===== src/design/mpc_pkg.sv =====
// Shared package for the mesh packet crypto block: queue entry type, register
// indexes and the AES-128 round helpers. No dependencies.
`timescale 1ns / 1ps
package mpc_pkg;

  localparam logic [2:0] CFG_KEY_LOW    = 3'd0;
  localparam logic [2:0] CFG_KEY_HIGH   = 3'd1;
  localparam logic [2:0] CFG_NODE_ADDR  = 3'd2;
  localparam logic [2:0] CFG_VENDOR     = 3'd3;
  localparam logic [2:0] CFG_NODE_ID    = 3'd4;
  localparam logic [2:0] CFG_STATUS_REP = 3'd5;

  localparam logic [7:0] NONCE_TAG = 8'h0f;
  localparam logic [7:0] BLK_ONE   = 8'h01;
  localparam logic [15:0] CNT_MAX  = 16'hffff;

  typedef enum logic [0:0] {CMD_SEAL = 1'b0, CMD_OPEN = 1'b1} cmd_e;
  typedef enum logic [1:0] {B_IDLE, B_AES, B_OUT} back_state_e;
  typedef enum logic [1:0] {PH_NONCE, PH_MAC, PH_CTR, PH_RX} phase_e;

  typedef struct packed {
    cmd_e         cmd;
    logic [15:0]  counter;
    logic [159:0] data;  // seal: {payload, command}; open: received bytes
  } entry_t;

  typedef struct packed {
    logic start;
    logic busy;
    logic done;
  } aes_ctl_t;

  localparam logic [7:0] SBOX [256] = '{
    8'h63,8'h7c,8'h77,8'h7b,8'hf2,8'h6b,8'h6f,8'hc5,8'h30,8'h01,8'h67,8'h2b,8'hfe,8'hd7,8'hab,8'h76,
    8'hca,8'h82,8'hc9,8'h7d,8'hfa,8'h59,8'h47,8'hf0,8'had,8'hd4,8'ha2,8'haf,8'h9c,8'ha4,8'h72,8'hc0,
    8'hb7,8'hfd,8'h93,8'h26,8'h36,8'h3f,8'hf7,8'hcc,8'h34,8'ha5,8'he5,8'hf1,8'h71,8'hd8,8'h31,8'h15,
    8'h04,8'hc7,8'h23,8'hc3,8'h18,8'h96,8'h05,8'h9a,8'h07,8'h12,8'h80,8'he2,8'heb,8'h27,8'hb2,8'h75,
    8'h09,8'h83,8'h2c,8'h1a,8'h1b,8'h6e,8'h5a,8'ha0,8'h52,8'h3b,8'hd6,8'hb3,8'h29,8'he3,8'h2f,8'h84,
    8'h53,8'hd1,8'h00,8'hed,8'h20,8'hfc,8'hb1,8'h5b,8'h6a,8'hcb,8'hbe,8'h39,8'h4a,8'h4c,8'h58,8'hcf,
    8'hd0,8'hef,8'haa,8'hfb,8'h43,8'h4d,8'h33,8'h85,8'h45,8'hf9,8'h02,8'h7f,8'h50,8'h3c,8'h9f,8'ha8,
    8'h51,8'ha3,8'h40,8'h8f,8'h92,8'h9d,8'h38,8'hf5,8'hbc,8'hb6,8'hda,8'h21,8'h10,8'hff,8'hf3,8'hd2,
    8'hcd,8'h0c,8'h13,8'hec,8'h5f,8'h97,8'h44,8'h17,8'hc4,8'ha7,8'h7e,8'h3d,8'h64,8'h5d,8'h19,8'h73,
    8'h60,8'h81,8'h4f,8'hdc,8'h22,8'h2a,8'h90,8'h88,8'h46,8'hee,8'hb8,8'h14,8'hde,8'h5e,8'h0b,8'hdb,
    8'he0,8'h32,8'h3a,8'h0a,8'h49,8'h06,8'h24,8'h5c,8'hc2,8'hd3,8'hac,8'h62,8'h91,8'h95,8'he4,8'h79,
    8'he7,8'hc8,8'h37,8'h6d,8'h8d,8'hd5,8'h4e,8'ha9,8'h6c,8'h56,8'hf4,8'hea,8'h65,8'h7a,8'hae,8'h08,
    8'hba,8'h78,8'h25,8'h2e,8'h1c,8'ha6,8'hb4,8'hc6,8'he8,8'hdd,8'h74,8'h1f,8'h4b,8'hbd,8'h8b,8'h8a,
    8'h70,8'h3e,8'hb5,8'h66,8'h48,8'h03,8'hf6,8'h0e,8'h61,8'h35,8'h57,8'hb9,8'h86,8'hc1,8'h1d,8'h9e,
    8'he1,8'hf8,8'h98,8'h11,8'h69,8'hd9,8'h8e,8'h94,8'h9b,8'h1e,8'h87,8'he9,8'hce,8'h55,8'h28,8'hdf,
    8'h8c,8'ha1,8'h89,8'h0d,8'hbf,8'he6,8'h42,8'h68,8'h41,8'h99,8'h2d,8'h0f,8'hb0,8'h54,8'hbb,8'h16
  };

  function automatic logic [7:0] xtime(input logic [7:0] x);
    return {x[6:0], 1'b0} ^ (x[7] ? 8'h1b : 8'h00);
  endfunction

  // byte j of a block sits at bits [127-8j -: 8]
  function automatic logic [127:0] aes_round(input logic [127:0] s, input logic last);
    logic [7:0] t [16];
    logic [7:0] a0, a1, a2, a3, all;
    logic [127:0] r;
    for (int c = 0; c < 4; c++) begin
      for (int i = 0; i < 4; i++) begin
        t[i + 4 * c] = SBOX[s[127 - 8 * (i + 4 * ((c + i) % 4)) -: 8]];
      end
    end
    if (!last) begin
      for (int c = 0; c < 4; c++) begin
        a0 = t[4 * c]; a1 = t[4 * c + 1]; a2 = t[4 * c + 2]; a3 = t[4 * c + 3];
        all = a0 ^ a1 ^ a2 ^ a3;
        t[4 * c]     = a0 ^ all ^ xtime(a0 ^ a1);
        t[4 * c + 1] = a1 ^ all ^ xtime(a1 ^ a2);
        t[4 * c + 2] = a2 ^ all ^ xtime(a2 ^ a3);
        t[4 * c + 3] = a3 ^ all ^ xtime(a3 ^ a0);
      end
    end
    for (int j = 0; j < 16; j++) begin
      r[127 - 8 * j -: 8] = t[j];
    end
    return r;
  endfunction

  function automatic logic [127:0] key_next(input logic [127:0] rk, input logic [7:0] rc);
    logic [31:0] tw, n0, n1, n2, n3;
    tw = {SBOX[rk[23:16]] ^ rc, SBOX[rk[15:8]], SBOX[rk[7:0]], SBOX[rk[31:24]]};
    n0 = rk[127:96] ^ tw;
    n1 = rk[95:64] ^ n0;
    n2 = rk[63:32] ^ n1;
    n3 = rk[31:0] ^ n2;
    return {n0, n1, n2, n3};
  endfunction

endpackage


===== src/design/mpc_front.sv =====
// Front end: accepts input beats, stamps the packet counter on outgoing
// items and queues them for the back end. Depends on mpc_pkg.
`timescale 1ns / 1ps
module mpc_front import mpc_pkg::*; (
  input  logic        clk_i,
  input  logic        rst_ni,
  input  logic        in_valid_i,
  output logic        in_stall_o,
  input  logic        cmd_i,
  input  logic [7:0]  command_code_i,
  input  logic [63:0] payload_low_i,
  input  logic [15:0] payload_high_i,
  input  logic [63:0] rx_low_i,
  input  logic [63:0] rx_mid_i,
  input  logic [31:0] rx_high_i,
  output logic        q_valid_o,
  input  logic        q_pop_i,
  output entry_t      q_head_o
);

  entry_t      fifo_q [2];
  logic        wr_ptr_q, rd_ptr_q;
  logic [1:0]  count_q;
  logic [15:0] counter_q;
  logic        push;
  entry_t      ent;

  assign in_stall_o = (count_q == 2'd2);
  assign push       = in_valid_i && !in_stall_o;
  assign q_valid_o  = (count_q != 2'd0);
  assign q_head_o   = fifo_q[rd_ptr_q];

  always_comb begin
    ent.cmd     = cmd_e'(cmd_i);
    ent.counter = counter_q;
    if (cmd_i == CMD_OPEN) begin
      ent.data = {rx_high_i, rx_mid_i, rx_low_i};
    end else begin
      ent.data = {72'd0, payload_high_i, payload_low_i, command_code_i};
    end
  end

  always_ff @(posedge clk_i or negedge rst_ni) begin
    if (!rst_ni) begin
      wr_ptr_q  <= 1'b0;
      rd_ptr_q  <= 1'b0;
      count_q   <= 2'd0;
      counter_q <= 16'd1;
    end else begin
      if (push) begin
        wr_ptr_q <= ~wr_ptr_q;
        if (cmd_i == CMD_SEAL) begin
          counter_q <= (counter_q == CNT_MAX) ? 16'd1 : counter_q + 16'd1;
        end
      end
      if (q_pop_i) begin
        rd_ptr_q <= ~rd_ptr_q;
      end
      count_q <= count_q + {1'b0, push} - {1'b0, q_pop_i};
    end
  end

  always_ff @(posedge clk_i) begin
    if (push) begin
      fifo_q[wr_ptr_q] <= ent;
    end
  end

endmodule


===== config.mk =====
export PLATFORM = sky130hd
export DESIGN_NAME = mpc_front
export DESIGN_NICKNAME = d
export VERILOG_FILES = /design/src/design/mpc_pkg.sv /design/src/design/mpc_front.sv
export SDC_FILE = /design/constraint.sdc
export NUM_CORES = 1
export LEC_CHECK = 0
export ABC_AREA = 1
export BUFFER_PORTS_ARGS = -buffer_cell sky130_fd_sc_hd__buf_2
export CELL_PAD_IN_SITES_DETAIL_PLACEMENT = 0
export CELL_PAD_IN_SITES_GLOBAL_PLACEMENT = 1
export CORE_MARGIN = 3
export CORE_UTILIZATION = 25
export CTS_CLUSTER_DIAMETER = 80
export DETAILED_ROUTE_END_ITERATION = 16
export GPL_TIMING_DRIVEN = 0
export PLACE_DENSITY_LB_ADDON = 0.1
export SETUP_SLACK_MARGIN = 0.5
export SLEW_MARGIN = 0
export SYNTH_ARGS = -nofsm -noshare
export SYNTH_HDL_FRONTEND = slang
export SYNTH_SLANG_ARGS = --single-unit

===== constraint.sdc =====
create_clock -name clk_i -period 18.4 [get_ports clk_i]
set_clock_uncertainty 0.2 [all_clocks]
set_input_delay 0 -clock clk_i [delete_from_list [all_inputs] [get_ports clk_i]]
set_output_delay 0 -clock clk_i [all_outputs]
set_load 0.01 [all_outputs]

### After elaboration in Yosys (flattened, before gate mapping)

Memory sizes are Yosys's and may differ from the RTL's.
Cells that the tools add are included.

* memories: 1
* output and inout bits: 179
* register bits: 20
* logic and storage cells: 21
* input port bits: 253
* bits in writable memories: 354

* multiplexer cells: 4
* equal/unequal tests: 2
* bitwise logic cells: 3
* reduce and logical (&&, ||, !) cells: 4
* add/subtract/negate cells: 3

Memories
* fifo_q: depth 2, bits a word 177, read ports 1, clocked after Yosys merged registers in 0, wr ports 1, line mpc_front.sv:21 `entry_t fifo_q [2];`

Operators with widths (number)
* two-way mux 160 bit: 1
* adder 16 x 1 -> 16 bit (second input constant): 1
* == test 16 bit (second input constant): 1
* two-way mux 16 bit: 1
* NOT 1 bit: 3
* adder 2 x 1 -> 2 bit: 1
* == test 2 bit (second input constant): 1
* two-way mux 1 bit: 2
* AND reduction 2 bit: 1
* nonzero test 2 bit: 1
* subtractor 2 x 1 -> 2 bit: 1
* logical AND 1 bit: 1
* zero test 1 bit: 1

### Longest topological paths before layout

Gate-level depths: netlist (run 1).

* depth in word-level cells: 5
* gate-level depth with buffers: 9
* mapped depth without buffers: 9

### Least setup slack after synthesis (run 1)

No wires, ideal clock.

* kind: register to register
* from: register count_q[1]
* to: memory fifo_q[1][0] (netlist bit), enable pin
* path slack: 9.472 ns
* period minus slack after synthesis: 8.928 ns
* data required time: 17.482 ns
* cell stages (with the launch flop): 4
* arrival time: 8.010 ns
* buffers on the path: 0
* cell sequence: dfrtp_1 -> nand2_1 -> nand2_1 -> nor2_1

* cells in the longest elaborated chain, start to end: 5

RTL lines
* from (decl): line mpc_front.sv:23 `logic [1:0] count_q;`
* from (signal assigned): line mpc_front.sv:59 `count_q <= count_q + {1'b0, push} - {1'b0, q_pop_i};`
* == test 2 bit: line mpc_front.sv:28 `assign in_stall_o = (count_q == 2'd2);`
* zero test 1 bit: line mpc_front.sv:29 `assign push = in_valid_i && !in_stall_o;`
* logical AND 1 bit: line mpc_front.sv:29
* two-way mux 1 bit: line mpc_front.sv:64 `if (push) begin`
* two-way mux 1 bit (implied by the code): line mpc_front.sv:65 `fifo_q[wr_ptr_q] <= ent;`
* to (decl): line mpc_front.sv:21

No other way between the ends.

==> results of run 1 <==
## final timing paths
path,from,end,cells after the start
min in group asynchronous,rst_ni,counter_q[0],3
min,rx_mid_i[40],fifo_q[0][104],4
max reg2reg,count_q[1],fifo_q[1][135],6
max in group asynchronous,rst_ni,count_q[1],4
min reg2reg,counter_q[3],fifo_q[1][163],0
max,cmd_i,fifo_q[0][76],8
## cells in the mapped netlist (all sizes together)
cell type / n / area share (%)
a21oi: 5 / 0.16
mux2: 177 / 13
dfrtp: 19 / 3.0
dfstp: 1 / 0.17
nor2: 32 / 1.0
and2: 3 / 0.12
buf: 35 / 1.7
clkbuf: 13 / 0.31
or2: 1 / 0.040
ha: 2 / 0.16
xnor2: 4 / 0.22
a21boi: 1 / 0.048
xor2: 6 / 0.34
o21bai: 2 / 0.096
nand3: 10 / 0.38
inv: 90 / 2.2
nand2: 379 / 9.1
edfxtp: 354 / 68
## per-layer routing
| layer | vias up | part of all wire (%) |
|---|---|---|
| met2 | 283 | 49 |
| li1 | 5407 | - |
| met5 | - | 0 |
| met1 | 5330 | 43 |
| met3 | 68 | 5.5 |
| met4 | 0 | 2.4 |
## worst max-delay path, stage by stage
cell	delay, ns
dlygate4sd3_1	0.58
buf_2	0.15
buf_6	0.16
clkbuf_1	0.72
buf_2	0.43
nand2_1	0.11
nand2_1	0.14
dlygate4sd3_1	0.61
## flip-flops by register name, summed over array words and instances, names as in the netlist
name,flops
count_q,2
counter_q,16
fifo_q,354
rd_ptr_q,1
wr_ptr_q,1
## cell usage in the layout, fill, tap and decap left out, types with 8 or more instances in the layout
| cell type | instances |
|---|---|
| edfxtp_1 | 354 |
| dlygate4sd3_1 | 255 |
| buf_12 | 10 |
| nor2_1 | 25 |
| mux2_2 | 177 |
| nand2_1 | 378 |
| inv_1 | 88 |
| clkbuf_1 | 24 |
| dfrtp_1 | 19 |
| clkinv_1 | 8 |
| buf_2 | 450 |
| nand3_1 | 8 |
| buf_6 | 12 |
| clkbuf_16 | 47 |
## metrics by stage
stage                     util (%)  area, um^2
after floorplan                  -       15600
after global placement        30.8       18800
after detailed placement      31.4       19200
after CTS                     37.9       23100
after global routing          37.9       23100
final                         37.9       23100
## cells by family (layout without fill, tap and decap cells)
family | count (synthesis) | after routing | share of synthesized area [%]
AND/OR/NAND/NOR | 425 | 425 | 10.7
adder cells (fa/ha/maj) | 2 | 2 | 0.160
other | 0 | 2 | 0
AO/OA/AOI/OAI | 8 | 8 | 0.305
multiplexers | 177 | 177 | 12.8
buffers and inverters | 138 | 920 | 4.16
flip-flops | 374 | 374 | 71.4
XOR/XNOR | 10 | 10 | 0.561
## power by group through the flow
stage,combinational (W),sequential [W],clock (W)
6_report,0.00103,0.00121,0.000834
5_1_grt,0.00111,0.00122,0.000908
4_1_cts,0.00107,0.00121,0.000875
3_5_place_dp,0.00101,0.00122,0
3_3_place_gp,0.000949,0.00134,0
2_1_floorplan,0.000539,0.00127,0
## layout make-up
| cell class | count | area (um^2) |
|---|---|---|
| Inverter | 90 | 340 |
| Tap cell | 828 | 1040 |
| Buffer | 48 | 309 |
| Sequential cell | 374 | 11100 |
| Timing Repair Buffer | 702 | 5070 |
| Fill cell | 6160 | 37900 |
| Multi-Input combinational cell | 622 | 3830 |
| Antenna cell | 2 | 5.00 |
| Clock buffer | 59 | 1230 |
| Clock inverter | 21 | 146 |
==> metrics.txt, run 1 <==
outcome=complete, no violations; H-tree depth=2; Max Cap Viol=0; DRT Pass-1 Iters=4; Die Wd=256 um; Ys Warns=0; TritonCTS clock tree=yes; # rows=90; Seq/Total Area, Yosys=71.4%; gr busiest metal=met2; Routed WL per cell=17.4 um; detailed-route wire length=47800 um; starting density of the core=25.6%; Mapped Area=0.0156 mm^2; final hold vios=0; IO buf count=431; cts bufs inserted=47; CTS Buffer Depth=3; initial antenna violation count=1; Sink Count=374; Setup-failing EPs final=0; Slew @ Worst Pin=0.990 ns; clock share of power=27.2%; minimum clock period=2.71 ns; Hold Crit Class=in2reg; PostCTS Resize Cnt=0; P_leak=9.94 nW; Psw=0.000948 W; Worst Path Max Fanout=10; setup tns final=0 ns; combinational share of power=33.5%; GRT overflow=0; clk slew on worst S/H paths=0.06 ns; FF-to-FF setup slack=15.78 ns; die area=0.0654 mm^2; layout cells sized above 1=38.3%; die height=256 um; Mapped Cells=1134; Pwr Density=133 mW/mm^2; placed instance count=2409; WS Path Type=in2reg; met2 usage in global routing=24.7%; Total GRT Usage=14.4%; Hold Buf Count CTS=255; fin. max-slew vios=0; Worst-Skew Late Latency=0.56 ns; Setup crit start kind=primary input; max frequency=369 MHz; post-DR vias/cell=4.04; GP Congestion=0.771; DRC=0; non-filler cells in the finished layout=2746; Flop pwr share=39.3%; #FFs+latches synth=374; post-CTS setup buffer count=0; vias in the first global route=11690; Setup Slack @ Placement=15.73 ns; largest net degree at the start of global routing=29; met3 usage=3.47%; crit end category=flop; Slew HR=33.8%; fin crit share=14.7%; # IOs=432; Syn Area/Cell=13.8 um^2; DP HPWL=33900 um; Layout area overhead=48.1%; Pint=0.00212 W; grt met1 use=18.0%; DRT iter0 DRCs=398; first-pass GRT wire length=71400 um; Antenna Nets Post-Route=0; Layout Nets=2140; final worst slack=15.69 ns; Worst EP required=18.61 ns; Critical Path AT=2.92 ns; Sw Share=30.9%; core box area=0.0610 mm^2; Root Buffer=clkbuf_16; Tot Pwr=0.00307 W; Post-Route Hold Slack=0.0589 ns; vias=11088; syn_nets=1389; Cell variety after synth=27; Max VDD drop=0.0633 mV; RSZ-0062 raised after global routing=false
No activity file was read; power rests on OpenSTA's default activity.
==> run 2: changes to the inputs <==
Clock period 18.4 ns to 2.44 ns, I/O delays scaled along.
==> run 2 against run 1 <==
Compared with the run above:
- total power grew to 8.2 times the previous value
- hold slack worse by 0.0074 ns
- core utilization is 1.9 points higher
- via count is 1.2% higher
- highest routed layer unchanged
- clock power grew to 8.0 times the previous value
- non-clock buffer count is 36 higher
- wire length is 3.0% higher
- critical path depth is 3 lower
- sequential share of layout area is 2.3 points lower
- global-route usage is 0.49 points higher
==> metrics.txt, run 2 (synthesized netlist as in run 1, its figures left out) <==
Die Wd=256 um (unchanged); vias in the first global route=12012 (+2.8%); Critical Path AT=1.90 ns (-1.02 ns); die height=256 um (unchanged); Max VDD drop=0.511 mV (+710%); largest net degree at the start of global routing=29 (unchanged); Largest regs=fifo_q: 354 flops, counter_q: 16 flops, count_q: 2 flops; outcome=complete, no violations; crit end category=primary output; Total GRT Usage=14.9% (+0.49 points); ANT cells=0 (-2); WS Path Type=reg2out; GP Congestion=0.743 (-3.7%); initial antenna violation count=0 (-1); Setup-failing EPs final=0 (unchanged); P_leak=10.5 nW (+5.7%); Tot Pwr=0.0252 W (+720%); Root Buffer=clkbuf_16; largest register by flop count=fifo_q; core box area=0.0610 mm^2 (unchanged); Largest register FFs=354 (unchanged); Final Cell Area=0.0243 mm^2 (+5.0%); Max Cap Viol=0 (unchanged); first-pass GRT wire length=74000 um (+3.5%); Slew @ Worst Pin=1.06 ns (+0.0718 ns); TritonCTS clock tree=yes; DRT iter0 DRCs=418 (+5.0%); detailed-route wire length=49300 um (+3.0%); Layout Nets=2175 (+1.6%); cts bufs inserted=46 (-2.1%); starting density of the core=25.6% (unchanged); vias=11221 (+1.2%); R2R Path Start=count_q[1]; most used cell, CP=buf_12; fin crit share=86.2%; # IOs=432 (unchanged); Worst-Skew Late Latency=0.56 ns (about the same); fin. max-slew vios=0 (unchanged); CTS Buffer Depth=3 (unchanged); combinational share of power=37.4% (+3.9 points); Pwr Density=1040 mW/mm^2 (+680%); final hold vios=0 (unchanged); placed instance count=2407 (-0.083%); commonest non-fill, non-tap cell in the layout=buf_2; Pint=0.0177 W (+740%); die area=0.0654 mm^2 (unchanged); Flop pwr share=36.1% (-3.2 points); DP HPWL=33600 um (-0.79%); DRC=0 (unchanged); worst path cell trace=buf_12, buf_12, buf_12, mux2_2, buf_2; Sw Share=29.8% (-1.2 points); Psw=0.00751 W (+690%); Layout area overhead=55.5%; Fillers=6019 (-2.3%); post-DR vias/cell=4.03 (-0.11%); commonest non-fill, non-tap cells in the layout=buf_2 (417), nand2_1 (376), edfxtp_1 (354); H-tree depth=2 (unchanged); Routed WL per cell=17.7 um (+1.6%); Worst EP required=2.24 ns (-16.37 ns); DRT Pass-1 Iters=5 (+1); Slowest-stage cell, CP=dfrtp_1; # rows=90 (unchanged); max frequency=475 MHz; Slowest Stage Delay on Critical Path=0.36 ns (-0.36 ns); Worst Path Max Fanout=10 (unchanged); Setup Slack @ Placement=-0.00905 ns (-15.74 ns); CP Launch Point=rd_ptr_q; Slew HR=29.0% (-4.8 points); Hold Crit Start=rx_mid_i[40]; IO buf count=431 (unchanged); Hold Crit Class=in2reg; Antenna Nets Post-Route=0 (unchanged); FF+latch area=0.0111 mm^2 (unchanged); GRT overflow=0 (unchanged); non-filler cells in the finished layout=2782 (+1.3%); Setup crit start kind=flop; final worst slack=0.337 ns (-15.35 ns); minimum clock period=2.10 ns; Sink Count=374 (unchanged); footprint of the multi-input gates=0.00396 mm^2 (+3.3%); placed cell areas=0.0191 mm^2 (-0.39%); clock share of power=26.5% (-0.7 points); Post-Route Hold Slack=0.0514 ns (-0.00745 ns); clk slew on worst S/H paths=0.05 ns (about the same); layout cells sized above 1=39.6% (+1.3 points); RSZ-0062 raised after global routing=true
## run 2: cell types whose count changed in the layout (fill, tap and decap cells not counted), sizes merged
cell,previous run,this run
dlygate4sd3,255,261
buf,482,505
bufinv,1,5
clkinvlp,0,1
clkinv,16,18
clkbuf,72,70
bufbuf,0,6
diode,2,0
inv,94,92
## run 2: final timing paths
check                            endpoint  slack [ns]  depth (start not counted)
max                          q_head_o[79]        0.34                          5
min                        fifo_q[1][104]        0.05                          4
max reg2reg                fifo_q[1][128]        0.58                          6
min reg2reg                fifo_q[1][163]        0.30                          0
max in group asynchronous      count_q[1]        0.86                          3
min in group asynchronous    counter_q[0]        0.32                          3
## run 2: layout make-up
cell class | count | area share [%]
plain buffers | 48 | 2.23
clock buffers | 56 | 5.03
clock inverters | 26 | 1.06
inverters | 90 | 1.40
multi-input cells | 622 | 16.3
flip-flops and latches | 374 | 45.9
well taps | 828 | 4.27
repair buffers | 738 | 23.8
## run 2: stage by stage
step                setup TNS [ns]  util [%]
floorplan                  -494.60         -
global placement          -1271.34      30.8
finish                           0      39.7
CTS                              0      39.5
detailed placement          -0.156      31.3
global route                     0      39.7
## run 2: power by group through the flow
stage          registers, W  clock network (W)  logic [W]
3_5_place_dp        0.00925                  0    0.00750
2_1_floorplan       0.00927                  0    0.00409
3_3_place_gp        0.00939                  0    0.00708
6_report            0.00911            0.00668    0.00944
4_1_cts             0.00913            0.00695    0.00952
5_1_grt             0.00925            0.00722     0.0102
## run 2: worst max-delay path, delay by kind of cell, from the launching register on
family | cells | cell delay (ns)
buffers and inverters | 4 | 0.62
muxes | 1 | 0.35
DFF | 1 | 0.36
## run 2: what timing repair did
item                       4_1_cts  5_1_grt
setup endpoints to repair      476      534
hold buffers                   261        0
gates cloned                    11        1
hold endpoints to repair       465        0
pin swaps                        2        1
setup buffers                   16        4
resized for setup              112       36
## run 2: metal layers
layer / GRT usage (%) / up-vias / routed length, um
met4: 4.01 / 0 / 981
met2: 26.3 / 276 / 24900
li1: - / 5481 / -
met1: 17.8 / 5405 / 20400
met5: 0 / - / 0
met3: 4.11 / 59 / 3010
==> run 3: changes to the inputs <==
--- a/config.mk
+++ b/config.mk
@@ -7,3 +7,2 @@
 export LEC_CHECK = 0
-export ABC_AREA = 1
 export BUFFER_PORTS_ARGS = -buffer_cell sky130_fd_sc_hd__buf_2
==> constraint.sdc (replaced) <==
create_clock -name clk_i -period 2.44 [get_ports clk_i]
set_clock_uncertainty 0.2 [all_clocks]
set_input_delay 0.488 -clock clk_i [delete_from_list [all_inputs] [get_ports clk_i]]
set_output_delay 0.488 -clock clk_i [all_outputs]
set_load 0.01 [all_outputs]
==> run 3 against run 2 <==
Compared with the run above:
- critical path depth unchanged
- fmax decreased by 21%
- sequential power rose by 0.7%
- count of clock-buffer cells in the layout shrank 2
- sequential cell count is the same
- first-iteration DRC count shrank 14%
- critical path type unchanged
- wire length shrank 10%
- synthesized cell count shrank 27%
- the flow now finishes with violations (setup timing)
- die area decreased by 2.3%
- critical endpoint is now q_head_o[78]
- clock power down 0.9%
- largest cell class unchanged
- synthesized area fell by 2.4%
- hold slack worse by 0.0047 ns
==> metrics.txt, run 3 <==
P_leak=8.76 nW (-17%); Largest register FFs=354 (unchanged); max frequency=376 MHz (-21%); Slowest-stage cell, CP=dfrtp_1; worst path buffer plus inverter count=4 (unchanged); clk slew on worst S/H paths=0.06 ns (about the same); DRT Pass-1 Iters=4 (-1); top-count cell post-synth=edfxtp_1; WS Path Type=reg2out; Area contributors post-synth=edfxtp_1 (70%), mux2_2 (20%), dfrtp_1 (3.1%); die height=253 um (-1.2%); Root Buffer=clkbuf_16; vias in the first global route=9748 (-19%); DRC=0 (unchanged); CP Depth=5 (unchanged); Sink Count=374 (unchanged); crit end category=primary output; largest register by flop count=fifo_q; layout cells sized above 1=59.7% (+20 points); Worst Path Max Fanout=10 (unchanged); Slowest Stage Delay on Critical Path=0.36 ns (about the same); Worst EP required=1.75 ns (-0.49 ns); Layout area overhead=46.7%; minimum clock period=2.66 ns (+0.559 ns); Worst-Skew Late Latency=0.55 ns (about the same); RSZ-0062 raised after global routing=true; top cells by instance count after synthesis=edfxtp_1 (354), mux2_2 (265), and2_1 (72), clkbuf_1 (33), dfrtp_1 (19); commonest non-fill, non-tap cell in the layout=edfxtp_1; Slew HR=35.3% (+6.3 points); Slew @ Worst Pin=0.970 ns (-0.0917 ns); CP top delay family=buffers and inverters; core box area=0.0597 mm^2 (-2.2%); detailed-route wire length=44200 um (-10%); GRT overflow=0 (unchanged); Layout Nets=1653 (-24%); setup tns final=-27.72 ns (-27.72 ns); R2R cell count=3 (-3); Post-Route Hold Slack=0.0467 ns (-0.00471 ns); Post-synth EDFFs=354 (unchanged); Cell variety after synth=35 (+30%); starting density of the core=25.5% (-0.046 points); Mapped Cells=829 (-27%); Pwr Density=1160 mW/mm^2 (+11%); Critical Path AT=1.97 ns (+0.07 ns); Largest regs=fifo_q: 354 flops, counter_q: 16 flops, count_q: 2 flops; Ys Warns=0 (unchanged); # IOs=432 (unchanged); #FFs+latches synth=374 (unchanged); Tot Pwr=0.0259 W (+2.6%); commonest non-fill, non-tap cells in the layout=edfxtp_1 (354), buf_2 (342), mux2_2 (195); fin. max-slew vios=0 (unchanged); non-filler cells in the finished layout=2208 (-21%); worst path cell trace=clkbuf_16, clkbuf_16, clkbuf_16, mux2_2, buf_2; DRT iter0 DRCs=359 (-14%); vias=9308 (-17%); fin crit share=109% (+23 points); largest net degree at the start of global routing=53 (+83%); syn_nets=1084 (-22%); CTS Buffer Depth=3 (unchanged); Synth area leader=edfxtp_1; Worst Hold Depth=2 (-2); Antenna Nets Post-Route=0 (unchanged); Routed WL per cell=20.0 um (+13%); Seq/Total Area, Yosys=73.1% (+1.7 points); # rows=89 (-1.1%); Syn Area/Cell=18.4 um^2 (+34%); most used cell, CP=clkbuf_16; Die Wd=253 um (-1.2%); Max Cap Viol=0 (unchanged); IO buf count=431 (unchanged); Total GRT Usage=13.2% (-1.7 points); post-DR vias/cell=4.22 (+4.5%); Setup crit start kind=flop; H-tree depth=2 (unchanged); asr flop ratio synth=5.35% (unchanged); initial antenna violation count=4 (+4); TritonCTS clock tree=yes; Max VDD drop=0.774 mV (+51%); DP HPWL=30100 um (-11%); Yosys top cell area share=69.8% (+1.7 points); GP Congestion=0.713 (-4.0%); final worst slack=-0.222 ns (-0.559 ns); ys flop type=edfxtp_1; Hold Crit Class=in2reg; Setup-failing EPs final=177 (+177); outcome=complete, but fails checks; first-pass GRT wire length=62000 um (-16%); cts bufs inserted=45 (-2.2%); final hold vios=0 (unchanged); Mapped Area=0.0152 mm^2 (-2.4%); placed instance count=2043 (-15%); failing checks=setup timing; die area=0.0639 mm^2 (-2.3%)
run 3: changes by cell type in the layout (fill, tap and decap cells not counted), moves of 44 or more:
cell           change
mux2_4            +44
buf_2             -75
nand2_1          -368
dlygate4sd3_1    -223
and2_1            +69
mux2_2            +44
inv_1             -87
buf_6             +71
run 3: stage by stage:
| step | cell area [um^2] | setup WS (ns) | util (%) |
|---|---|---|---|
| 2_1_floorplan | 15300 | -1.39 | - |
| 3_3_place_gp | 18400 | -3.69 | 30.9 |
| 3_5_place_dp | 18600 | -0.508 | 31.2 |
| 4_1_cts | 22000 | -0.307 | 36.8 |
| 5_1_grt | 22300 | -0.344 | 37.4 |
| 6_report | 22300 | -0.222 | 37.4 |
run 3: cells by family after synthesis:
group	Yosys count	synth area share (%)
compound gates	13	0.534
xor+xnor	14	0.805
fa+ha+maj	2	0.164
buf+inv	40	1.04
flops	374	73.1
mux	265	19.6
simple gates	121	4.77
run 3: final timing paths:
path | slack (ns) | to | startpoint
setup / recovery | -0.22 | q_head_o[78] | rd_ptr_q
hold / removal | 0.05 | fifo_q[1][112] | rx_mid_i[48]
setup reg to reg | 0.05 | fifo_q[1][105] | wr_ptr_q
hold reg to reg | 0.33 | counter_q[14] | counter_q[14]
max in group asynchronous | 1.45 | counter_q[0] | rst_ni
min in group asynchronous | 0.23 | rd_ptr_q | rst_ni
run 3: power by group:
group / switching [W] / leakage (nW) / internal, W / total (W)
sequential: 0.000364 / 3.57 / 0.00881 / 0.00917
combinational: 0.00459 / 4.47 / 0.00550 / 0.0101
clock: 0.00257 / 0.730 / 0.00405 / 0.00662
total: 0.00753 / 8.76 / 0.0184 / 0.0259
run 3: area by class of cell:
class                   instances  area [um^2]
fillers                      5747        37300
flip-flops and latches        374        11100
multi-input cells             416         4280
repair buffers                521         3930
clock buffers                  54         1210
well taps                     773          967
plain buffers                  38          539
clock inverters                28          260
inverters                       2         10.0
diodes                          2         5.00
run 3: repair_timing:
| action | in CTS | in global routing |
|---|---|---|
| hold buffers | 38 | 0 |
| resized for setup | 214 | 50 |
| hold endpoints to repair | 91 | 0 |
| gates cloned | 10 | 8 |
| buffers inserted | 17 | 8 |
| pin swaps | 1 | 5 |
| endpoints found under the setup margin | 577 | 595 |
run 3: layer usage:
metal	GRT usage, %	share of wire (%)
met1	15.9	41
met2	22.6	50
met4	3.87	2.0
met3	4.09	7.1
met5	0	0.059
